===== src/lpr_pkg.sv =====
// Shared types and constants for the line and point rasterizer.
package lpr_pkg;

  localparam int LPR_FIELD_W   = 16;  // coordinate field width on the ports
  localparam int LPR_PIX_W     = LPR_FIELD_W + 1;  // room for stamp overhang
  localparam int LPR_CFG_W     = 13;
  localparam int LPR_COLOR_W   = 8;
  localparam int LPR_INDEX_W   = 24;
  localparam int LPR_OP_W      = 2;
  localparam int LPR_CFG_IDX_W = 3;
  localparam int LPR_IN_DATA_W  = 4 * LPR_FIELD_W;
  localparam int LPR_OUT_DATA_W = 88;

  localparam int LPR_COORD_BITS_DEF   = 16;
  localparam int LPR_STAMP_RADIUS_DEF = 2;

  localparam logic [LPR_CFG_W-1:0]   LPR_WIDTH_RST  = 13'd640;
  localparam logic [LPR_CFG_W-1:0]   LPR_HEIGHT_RST = 13'd480;
  localparam logic [LPR_COLOR_W-1:0] LPR_COLOR_RST  = 8'd255;

  typedef enum logic [LPR_OP_W-1:0] {
    OP_LINE  = 2'd0,
    OP_POINT = 2'd1,
    OP_STEP  = 2'd2
  } lpr_op_t;

  typedef enum logic [1:0] {
    MODE_IDLE  = 2'd0,
    MODE_LINE  = 2'd1,
    MODE_POINT = 2'd2
  } lpr_mode_t;

  typedef enum logic [LPR_CFG_IDX_W-1:0] {
    CFG_WIDTH  = 3'd0,
    CFG_HEIGHT = 3'd1,
    CFG_RED    = 3'd2,
    CFG_GREEN  = 3'd3,
    CFG_BLUE   = 3'd4
  } lpr_cfg_idx_t;

  typedef struct packed {
    logic [LPR_CFG_W-1:0]   width;
    logic [LPR_CFG_W-1:0]   height;
    logic [LPR_COLOR_W-1:0] red;
    logic [LPR_COLOR_W-1:0] green;
    logic [LPR_COLOR_W-1:0] blue;
  } lpr_cfg_t;

  typedef struct packed {
    logic signed [LPR_PIX_W-1:0] x;
    logic signed [LPR_PIX_W-1:0] y;
    logic                        last;
  } lpr_pix_t;

endpackage


===== src/line_and_point_rasterizer_top.sv =====
// Top level of the line and point rasterizer.
// A step beat's pixel is held in the walker pixel register, then in the formatter
//   output register, before it shows on the out_ channel.
// Throughput: one beat per cycle in, one pixel per cycle out while out_tready stays high; loads emit nothing.
// Reset (rst_n low, synchronous): walker goes idle, both pixel stages empty,
//   width/height back to 640/480 and all color components to 255.
module line_and_point_rasterizer_top #(
  parameter int COORD_BITS   = lpr_pkg::LPR_COORD_BITS_DEF,
  parameter int STAMP_RADIUS = lpr_pkg::LPR_STAMP_RADIUS_DEF
) (
  input  logic                                clk,
  input  logic                                rst_n,
  // Input item stream
  input  logic                                in_tvalid,
  output logic                                in_tready,
  // from bit 0: x_start[15:0], y_start[31:16], x_end[47:32], y_end[63:48]
  input  logic [lpr_pkg::LPR_IN_DATA_W-1:0]   in_tdata,
  // op: 0 load line, 1 load point, 2 step
  input  logic [lpr_pkg::LPR_OP_W-1:0]        in_tuser,
  // Pixel stream
  output logic                                out_tvalid,
  input  logic                                out_tready,
  // from bit 0: pix_x[15:0], pix_y[31:16], in_bounds[32], pixel_index[56:33],
  // red[64:57], green[72:65], blue[80:73], zero pad to 88 bits
  output logic [lpr_pkg::LPR_OUT_DATA_W-1:0]  out_tdata,
  output logic                                out_tlast,
  // Register writes
  input  logic                                cfg_valid,
  output logic                                cfg_ready,
  input  logic [lpr_pkg::LPR_CFG_IDX_W-1:0]   cfg_index,
  input  logic [lpr_pkg::LPR_CFG_W-1:0]       cfg_data
);
  import lpr_pkg::*;

  lpr_cfg_t cfg_r;
  logic     walk_adv;
  logic     fmt_adv;
  logic     pix_valid;
  lpr_pix_t pix;

  // Registers are always writable; the host must only write them while idle (not enforced here).
  assign cfg_ready = 1'b1;

  always_ff @(posedge clk) begin
    if (!rst_n) begin
      cfg_r.width  <= LPR_WIDTH_RST;
      cfg_r.height <= LPR_HEIGHT_RST;
      cfg_r.red    <= LPR_COLOR_RST;
      cfg_r.green  <= LPR_COLOR_RST;
      cfg_r.blue   <= LPR_COLOR_RST;
    end else if (cfg_valid && cfg_ready) begin
      case (lpr_cfg_idx_t'(cfg_index))
        CFG_WIDTH:  cfg_r.width  <= cfg_data;
        CFG_HEIGHT: cfg_r.height <= cfg_data;
        CFG_RED:    cfg_r.red    <= cfg_data[LPR_COLOR_W-1:0];
        CFG_GREEN:  cfg_r.green  <= cfg_data[LPR_COLOR_W-1:0];
        CFG_BLUE:   cfg_r.blue   <= cfg_data[LPR_COLOR_W-1:0];
        default: ;  // drop writes beyond the register list
      endcase
    end
  end

  // Stage 1 advances when its pixel register is empty or moves on to stage 2.
  assign walk_adv  = !pix_valid || fmt_adv;
  assign in_tready = walk_adv;

  lpr_walker #(
    .COORD_BITS   (COORD_BITS),
    .STAMP_RADIUS (STAMP_RADIUS)
  ) u_walker (
    .clk       (clk),
    .rst_n     (rst_n),
    .adv       (walk_adv),
    .in_valid  (in_tvalid),
    .op        (in_tuser),
    .x_start   (in_tdata[LPR_FIELD_W-1:0]),
    .y_start   (in_tdata[2*LPR_FIELD_W-1:LPR_FIELD_W]),
    .x_end     (in_tdata[3*LPR_FIELD_W-1:2*LPR_FIELD_W]),
    .y_end     (in_tdata[4*LPR_FIELD_W-1:3*LPR_FIELD_W]),
    .pix_valid (pix_valid),
    .pix       (pix)
  );

  // Stage 2: clip, index multiply, color, hold until the sink takes it.
  lpr_pixel_fmt u_fmt (
    .clk        (clk),
    .rst_n      (rst_n),
    .pix_valid  (pix_valid),
    .pix        (pix),
    .cfg        (cfg_r),
    .adv        (fmt_adv),
    .out_tvalid (out_tvalid),
    .out_tready (out_tready),
    .out_tdata  (out_tdata),
    .out_tlast  (out_tlast)
  );

  // An empty output register never stalls the input side.
  a_no_idle_stall: assert property (@(posedge clk) disable iff (!rst_n)
    !out_tvalid |-> in_tready)
    else $error("input stalled with empty output register");

  // A clipped pixel carries a zero index.
  a_clip_index: assert property (@(posedge clk) disable iff (!rst_n)
    out_tvalid && !out_tdata[32] |-> out_tdata[56:33] == '0)
    else $error("clipped pixel with nonzero index");

  // A pixel moving out of stage 1 lands in the output register.
  a_stage_move: assert property (@(posedge clk) disable iff (!rst_n)
    pix_valid && fmt_adv |=> out_tvalid)
    else $error("pixel lost between stages");

endmodule


===== src/lpr_walker.sv =====
// Primitive walker: Bresenham line stepper and square stamp scanner.
module lpr_walker #(
  parameter int COORD_BITS   = lpr_pkg::LPR_COORD_BITS_DEF,
  parameter int STAMP_RADIUS = lpr_pkg::LPR_STAMP_RADIUS_DEF
) (
  input  logic                             clk,
  input  logic                             rst_n,
  input  logic                             adv,
  input  logic                             in_valid,
  input  logic [lpr_pkg::LPR_OP_W-1:0]     op,
  input  logic [lpr_pkg::LPR_FIELD_W-1:0]  x_start,
  input  logic [lpr_pkg::LPR_FIELD_W-1:0]  y_start,
  input  logic [lpr_pkg::LPR_FIELD_W-1:0]  x_end,
  input  logic [lpr_pkg::LPR_FIELD_W-1:0]  y_end,
  output logic                             pix_valid,
  output lpr_pkg::lpr_pix_t                pix
);
  import lpr_pkg::*;

  localparam int CW   = (COORD_BITS < LPR_FIELD_W) ? COORD_BITS : LPR_FIELD_W;
  localparam int EW   = CW + 4;
  localparam int SIDE = 2 * STAMP_RADIUS + 1;
  localparam int SW   = $clog2(SIDE + 1);
  localparam logic [SW-1:0] LAST_IDX = SW'(SIDE - 1);

  lpr_mode_t mode_r, mode_nxt;
  logic signed [CW-1:0]   cur_x_r, cur_x_nxt, cur_y_r, cur_y_nxt;
  logic signed [CW-1:0]   target_x_r, target_x_nxt, target_y_r, target_y_nxt;
  logic        [CW:0]     span_x_r, span_x_nxt;
  logic signed [CW+1:0]   neg_span_y_r, neg_span_y_nxt;
  logic signed [CW+2:0]   err_r, err_nxt;
  logic                   dir_x_r, dir_x_nxt, dir_y_r, dir_y_nxt;
  logic [SW-1:0]          col_r, col_nxt, row_r, row_nxt;
  logic                   pix_valid_r, pix_valid_nxt;
  lpr_pix_t               pix_r, pix_nxt;

  logic                   accept;
  lpr_op_t                op_e;
  logic signed [CW-1:0]   xs, ys, xe, ye;
  logic signed [CW:0]     dx, dy;
  logic signed [EW-1:0]   e2, sx_e, nsy_e, err_e;
  logic                   step_x, step_y, line_last, stamp_last;

  assign accept = in_valid && adv;
  assign op_e   = lpr_op_t'(op);
  assign xs     = x_start[CW-1:0];
  assign ys     = y_start[CW-1:0];
  assign xe     = x_end[CW-1:0];
  assign ye     = y_end[CW-1:0];
  assign dx     = (CW+1)'(xe) - (CW+1)'(xs);
  assign dy     = (CW+1)'(ye) - (CW+1)'(ys);

  assign err_e  = EW'(err_r);
  assign e2     = err_e <<< 1;
  assign sx_e   = signed'(EW'(span_x_r));
  assign nsy_e  = EW'(neg_span_y_r);
  assign step_x = (e2 >= nsy_e);
  assign step_y = (e2 <= sx_e);

  assign line_last  = (cur_x_r == target_x_r) && (cur_y_r == target_y_r);
  assign stamp_last = (col_r == LAST_IDX) && (row_r == LAST_IDX);

  // Next state
  always_comb begin
    mode_nxt       = mode_r;
    cur_x_nxt      = cur_x_r;
    cur_y_nxt      = cur_y_r;
    target_x_nxt   = target_x_r;
    target_y_nxt   = target_y_r;
    span_x_nxt     = span_x_r;
    neg_span_y_nxt = neg_span_y_r;
    err_nxt        = err_r;
    dir_x_nxt      = dir_x_r;
    dir_y_nxt      = dir_y_r;
    col_nxt        = col_r;
    row_nxt        = row_r;
    if (accept) begin
      case (op_e)
        OP_LINE: begin
          cur_x_nxt      = xs;
          cur_y_nxt      = ys;
          target_x_nxt   = xe;
          target_y_nxt   = ye;
          span_x_nxt     = dx[CW] ? -dx : dx;
          neg_span_y_nxt = dy[CW] ? (CW+2)'(dy) : -(CW+2)'(dy);
          err_nxt        = (CW+3)'(signed'({1'b0, span_x_nxt})) + (CW+3)'(neg_span_y_nxt);
          dir_x_nxt      = !(xs < xe);
          dir_y_nxt      = !(ys < ye);
          mode_nxt       = MODE_LINE;
        end
        OP_POINT: begin
          target_x_nxt = xs;
          target_y_nxt = ys;
          col_nxt      = '0;
          row_nxt      = '0;
          mode_nxt     = MODE_POINT;
        end
        OP_STEP: begin
          case (mode_r)
            MODE_LINE: begin
              if (line_last) begin
                mode_nxt = MODE_IDLE;
              end else begin
                err_nxt = (CW+3)'(err_e + (step_x ? nsy_e : '0) + (step_y ? sx_e : '0));
                if (step_x) cur_x_nxt = cur_x_r + (dir_x_r ? {CW{1'b1}} : CW'(1));
                if (step_y) cur_y_nxt = cur_y_r + (dir_y_r ? {CW{1'b1}} : CW'(1));
              end
            end
            MODE_POINT: begin
              if (stamp_last) begin
                mode_nxt = MODE_IDLE;
                col_nxt  = '0;
                row_nxt  = '0;
              end else if (row_r == LAST_IDX) begin
                row_nxt = '0;
                col_nxt = col_r + SW'(1);
              end else begin
                row_nxt = row_r + SW'(1);
              end
            end
            default: ;
          endcase
        end
        default: ;
      endcase
    end
  end

  // Pixel emission
  always_comb begin
    pix_valid_nxt = accept && (op_e == OP_STEP) && (mode_r != MODE_IDLE);
    case (mode_r)
      MODE_POINT: begin
        pix_nxt.x    = LPR_PIX_W'(target_x_r) - LPR_PIX_W'(STAMP_RADIUS) + LPR_PIX_W'(col_r);
        pix_nxt.y    = LPR_PIX_W'(target_y_r) - LPR_PIX_W'(STAMP_RADIUS) + LPR_PIX_W'(row_r);
        pix_nxt.last = stamp_last;
      end
      default: begin
        pix_nxt.x    = LPR_PIX_W'(cur_x_r);
        pix_nxt.y    = LPR_PIX_W'(cur_y_r);
        pix_nxt.last = line_last;
      end
    endcase
  end

  always_ff @(posedge clk) begin
    if (!rst_n) begin
      mode_r      <= MODE_IDLE;
      pix_valid_r <= 1'b0;
    end else begin
      mode_r <= mode_nxt;
      if (adv) pix_valid_r <= pix_valid_nxt;
    end
  end

  always_ff @(posedge clk) begin
    cur_x_r      <= cur_x_nxt;
    cur_y_r      <= cur_y_nxt;
    target_x_r   <= target_x_nxt;
    target_y_r   <= target_y_nxt;
    span_x_r     <= span_x_nxt;
    neg_span_y_r <= neg_span_y_nxt;
    err_r        <= err_nxt;
    dir_x_r      <= dir_x_nxt;
    dir_y_r      <= dir_y_nxt;
    col_r        <= col_nxt;
    row_r        <= row_nxt;
    if (adv) pix_r <= pix_nxt;
  end

  assign pix_valid = pix_valid_r;
  assign pix       = pix_r;

endmodule


===== src/lpr_pixel_fmt.sv =====
// Pixel formatter: clip test, linear index, color and output register.
module lpr_pixel_fmt (
  input  logic                                 clk,
  input  logic                                 rst_n,
  input  logic                                 pix_valid,
  input  lpr_pkg::lpr_pix_t                    pix,
  input  lpr_pkg::lpr_cfg_t                    cfg,
  output logic                                 adv,
  output logic                                 out_tvalid,
  input  logic                                 out_tready,
  output logic [lpr_pkg::LPR_OUT_DATA_W-1:0]   out_tdata,
  output logic                                 out_tlast
);
  import lpr_pkg::*;

  localparam int MAG_W  = LPR_PIX_W - 1;
  localparam int PROD_W = 2 * LPR_CFG_W;
  localparam int PAD_W  = LPR_OUT_DATA_W - (2 * LPR_FIELD_W + 1 + LPR_INDEX_W + 3 * LPR_COLOR_W);

  logic                             out_valid_r;
  logic [LPR_OUT_DATA_W-1:0]        data_r, data_nxt;
  logic                             last_r;
  logic                             in_b;
  logic [PROD_W-1:0]                prod, sum;
  logic [LPR_INDEX_W-1:0]           index;

  assign adv = !out_valid_r || out_tready;

  assign in_b = !pix.x[LPR_PIX_W-1] && !pix.y[LPR_PIX_W-1] &&
                (pix.x[MAG_W-1:0] < MAG_W'(cfg.width)) &&
                (pix.y[MAG_W-1:0] < MAG_W'(cfg.height));

  assign prod  = pix.y[LPR_CFG_W-1:0] * cfg.width;
  assign sum   = prod + PROD_W'(pix.x[LPR_CFG_W-1:0]);
  assign index = in_b ? sum[LPR_INDEX_W-1:0] : '0;

  assign data_nxt = {{PAD_W{1'b0}}, cfg.blue, cfg.green, cfg.red, index, in_b,
                     pix.y[LPR_FIELD_W-1:0], pix.x[LPR_FIELD_W-1:0]};

  always_ff @(posedge clk) begin
    if (!rst_n) begin
      out_valid_r <= 1'b0;
    end else if (adv) begin
      out_valid_r <= pix_valid;
    end
  end

  always_ff @(posedge clk) begin
    if (adv) begin
      data_r <= data_nxt;
      last_r <= pix.last;
    end
  end

  assign out_tvalid = out_valid_r;
  assign out_tdata  = data_r;
  assign out_tlast  = last_r;

endmodule


===== config.mk =====
export PLATFORM = sky130hd
export DESIGN_NAME = line_and_point_rasterizer_top
export DESIGN_NICKNAME = d
export VERILOG_FILES = /design/src/lpr_pkg.sv /design/src/line_and_point_rasterizer_top.sv /design/src/lpr_walker.sv /design/src/lpr_pixel_fmt.sv
export SDC_FILE = /design/constraint.sdc
export NUM_CORES = 1
export LEC_CHECK = 0
export BUFFER_PORTS_ARGS = -buffer_cell sky130_fd_sc_hd__clkbuf_2
export CORE_MARGIN = 2
export CORE_UTILIZATION = 45
export CTS_CLUSTER_SIZE = 8
export DETAILED_ROUTE_END_ITERATION = 16
export PLACE_DENSITY = 0.73
export SETUP_SLACK_MARGIN = 0.2
export SYNTH_ARGS = -nofsm -noshare
export SYNTH_HDL_FRONTEND = slang
export SYNTH_HIERARCHICAL = 1
export SYNTH_SLANG_ARGS = --single-unit

===== constraint.sdc =====
create_clock -name clk -period 10.9 [get_ports clk]
set_input_delay 1.635 -clock clk [delete_from_list [all_inputs] [get_ports clk]]
set_output_delay 1.635 -clock clk [all_outputs]
set_load 0.05 [all_outputs]

==> metrics <==
status=finished clean; placed insts=3604; Cells after Synth=2740; prevailing post-synth register cell=edfxtp_1; DP Wirelength=51700 µm; Flop pwr share=31.7%; combinational share of power=39.9%; Post-synth EDFFs=243; Synth Register Bits=297; Tot GR Track Use=22.1%; Int Pwr=0.00284 W; reg2reg path depth=20; critical path arrival=6.84 ns; # diodes=0; syn_area_per_cell=9.65 µm²; switch share=36.2%; Post-Syn Area=26400 µm²; Pre-antenna DRT Iters=5; max_slew headroom=28.3%; r2r setup slk=4.37 ns; Die W=246 µm; Crit Path Max Fanout=17; Final setup viols=0; sequential fraction of the synthesis area=31.7%; post-route clock period utilization=59.9%; area of the multi-input gates=16400 µm²; CORE AREA=57900 µm²; beginning of the worst hold path=u_walker/pix[0]; WHS=0.427 ns; asr flop ratio synth=0%; wire length on met2=30600 µm; die height=246 µm; Max Clock Skew=0.0304 ns; clock root buffer=clkbuf_16; vias in the first global route=19600; commonest non-fill, non-tap cell in the layout=inv_1; RSZ-0062 raised after global routing=false; routed len/inst=18.1 µm; WL met1=29600 µm; reg-to-reg startpoint=u_walker/err_r[18]; Clock transition at path regs=0.05 ns; maxcap violations=0; CP endpoint kind=register; die area=60700 µm²; Leakage=13.2 nW; antenna viol nets, final=0; post_cts resized=0; hold path endpoint=u_fmt/out_tlast; via density per instance=5.45; layout cell share with drive strength beyond 1=10.3%; H-tree Lvls=2; yosys warns=6; top routing layer used=met5; met3 routed WL=4430 µm; most frequent cells in the layout=inv_1 (362), ha_1 (279), nand2_1 (256); Least-Margin Pin Slew=1.08 ns; CP Class=register to register; utilization after layout=50.5%; Starting Density=45.7%; clk_lat worst skew=0.56 ns; TritonCTS clock tree=built; fin worst setup slack=4.37 ns; post-CTS setup buffers=0; CTS sink cnt=297; Max VDD drop=0.000115 V; Layout area overhead=10.7%; Yosys cell types=90; clock share of power=28.4%; startpoint types=register; total CTS buffers=44; row cnt=88; via count=20000; Max Freq=153 MHz; P_sw=0.00161 W; DRC errors left=0; Hold Fails Final Rpt=0; GRT overflow=0; Hold Crit Depth=0; Placer Congestion=0.911; IO buf count=170; FF-to-FF End=u_walker/err_r[17]; overall routed net length=66600 µm; Hold Buf Count CTS=0; # IOs=179; largest net degree at the start of global routing=80; initial DRC count=1633; CP required=11.20 ns; minimum clock period after layout=6.53 ns; initial antenna violation count=2; PwrDens=152 nW/µm²; Fill cells=5319; sequential cell area=8380 µm²; worst hold path class=register to register; DP Worst Slack=4.11 ns; global-route wire length before repair=106000 µm; final net count=3407; final slew viol count=0; Clock Path Buffers=3; Finished Layout Cells=3677; Setup TNS=0 ns
state kept, by name (all words and copies together), names as in the netlist, 2 cells and up:
name / count
cfg_r: 50
u_fmt/out_tdata: 81
u_walker/col_r: 3
u_walker/cur_x_r: 16
u_walker/cur_y_r: 16
u_walker/err_r: 19
u_walker/mode_r: 2
u_walker/neg_span_y_r: 18
u_walker/pix: 35
u_walker/row_r: 3
u_walker/span_x_r: 17
u_walker/target_x_r: 16
u_walker/target_y_r: 16
kinds of logic (layout without fill, tap and decap cells):
group,after synthesis,after routing,share of synthesized area (%)
and+or+nand+nor,803,803,15.3
AOI/OAI and AO/OA,491,491,12.2
buffers and inverters,449,615,6.56
adders and majority gates,435,435,25.0
DFF,297,297,31.7
xor gates and xnor gates,170,170,5.63
muxes,93,93,3.68
other,2,8,0.0284
critical path, cell delays in order, from the launching register on:
cell	delay [ns]
edfxtp_1	0.48
ha_1	0.44
nand4_1	0.16
or4_1	0.58
nand2b_1	0.17
o211ai_1	0.16
a21oi_1	0.13
o22a_1	0.47
and2_1	0.31
fa_1	0.46
ha_1	0.25
fa_1	0.42
a21oi_1	0.21
o211ai_1	0.22
o41ai_1	0.47
o21ai_0	0.33
nor4_1	0.38
o41ai_1	0.19
xnor2_1	0.24
o2bb2ai_1	0.15
nor2_1	0.05
layer usage:
layer  vias up  GRT usage [%]
li1       9718              -
met1      9561           30.3
met2       633           36.1
met3       119           3.36
met4         4           6.93
met5         -              0
power by group through the flow:
stage	combinational, W	sequential [W]	clock, W
3_5_place_dp	0.00175	0.00143	0
5_1_grt	0.00199	0.00142	0.00133
4_1_cts	0.00176	0.00141	0.00128
2_1_floorplan	0.00133	0.00143	0
6_report	0.00178	0.00141	0.00126
3_3_place_gp	0.00172	0.00143	0
stage by stage:
| stage | power [W] | instance area (µm²) |
|---|---|---|
| after detailed placement | 0.00318 | 28000 |
| after global routing | 0.00474 | 29300 |
| final | 0.00445 | 29300 |
| after global placement | 0.00315 | 28000 |
| after floorplan | 0.00276 | 26500 |
| after CTS | 0.00446 | 29300 |
cells in the mapped netlist, types with 39 or more instances:
cell,instances,area [µm²]
inv_1,362,1360
ha_1,281,3520
nand2_1,256,961
edfxtp_1,243,7300
fa_1,154,3080
o21ai_0,136,681
nor2_1,129,484
and2_1,119,744
xnor2_1,117,1020
a21oi_1,113,566
clkbuf_1,69,259
nor2b_1,63,394
mux2i_1,59,591
dfxtp_1,54,1080
xor2_1,53,464
nor3_1,47,235
a21o_1,41,308
nand3_1,39,195
area by class of cell:
type,count,share of cell area (%)
well taps,765,3.27
repair buffers,180,3.16
clock inverters,4,0.150
multi-input cells,2000,56.0
clock buffers,69,4.16
inverters,362,4.64
flip-flops and latches,297,28.6
worst max path at each step:
stage | startpoint | to
after floorplan | out_tready | u_walker/dir_x_r
after global placement | in_tdata[48] | u_walker/err_r[17]
after detailed placement | in_tdata[48] | u_walker/err_r[17]
after CTS | u_walker/pix[7] | u_fmt/out_tdata[55]
after global routing | u_walker/err_r[18] | u_walker/err_r[17]
final | u_walker/err_r[18] | u_walker/err_r[17]
No activity file was read; power rests on OpenSTA's default activity.
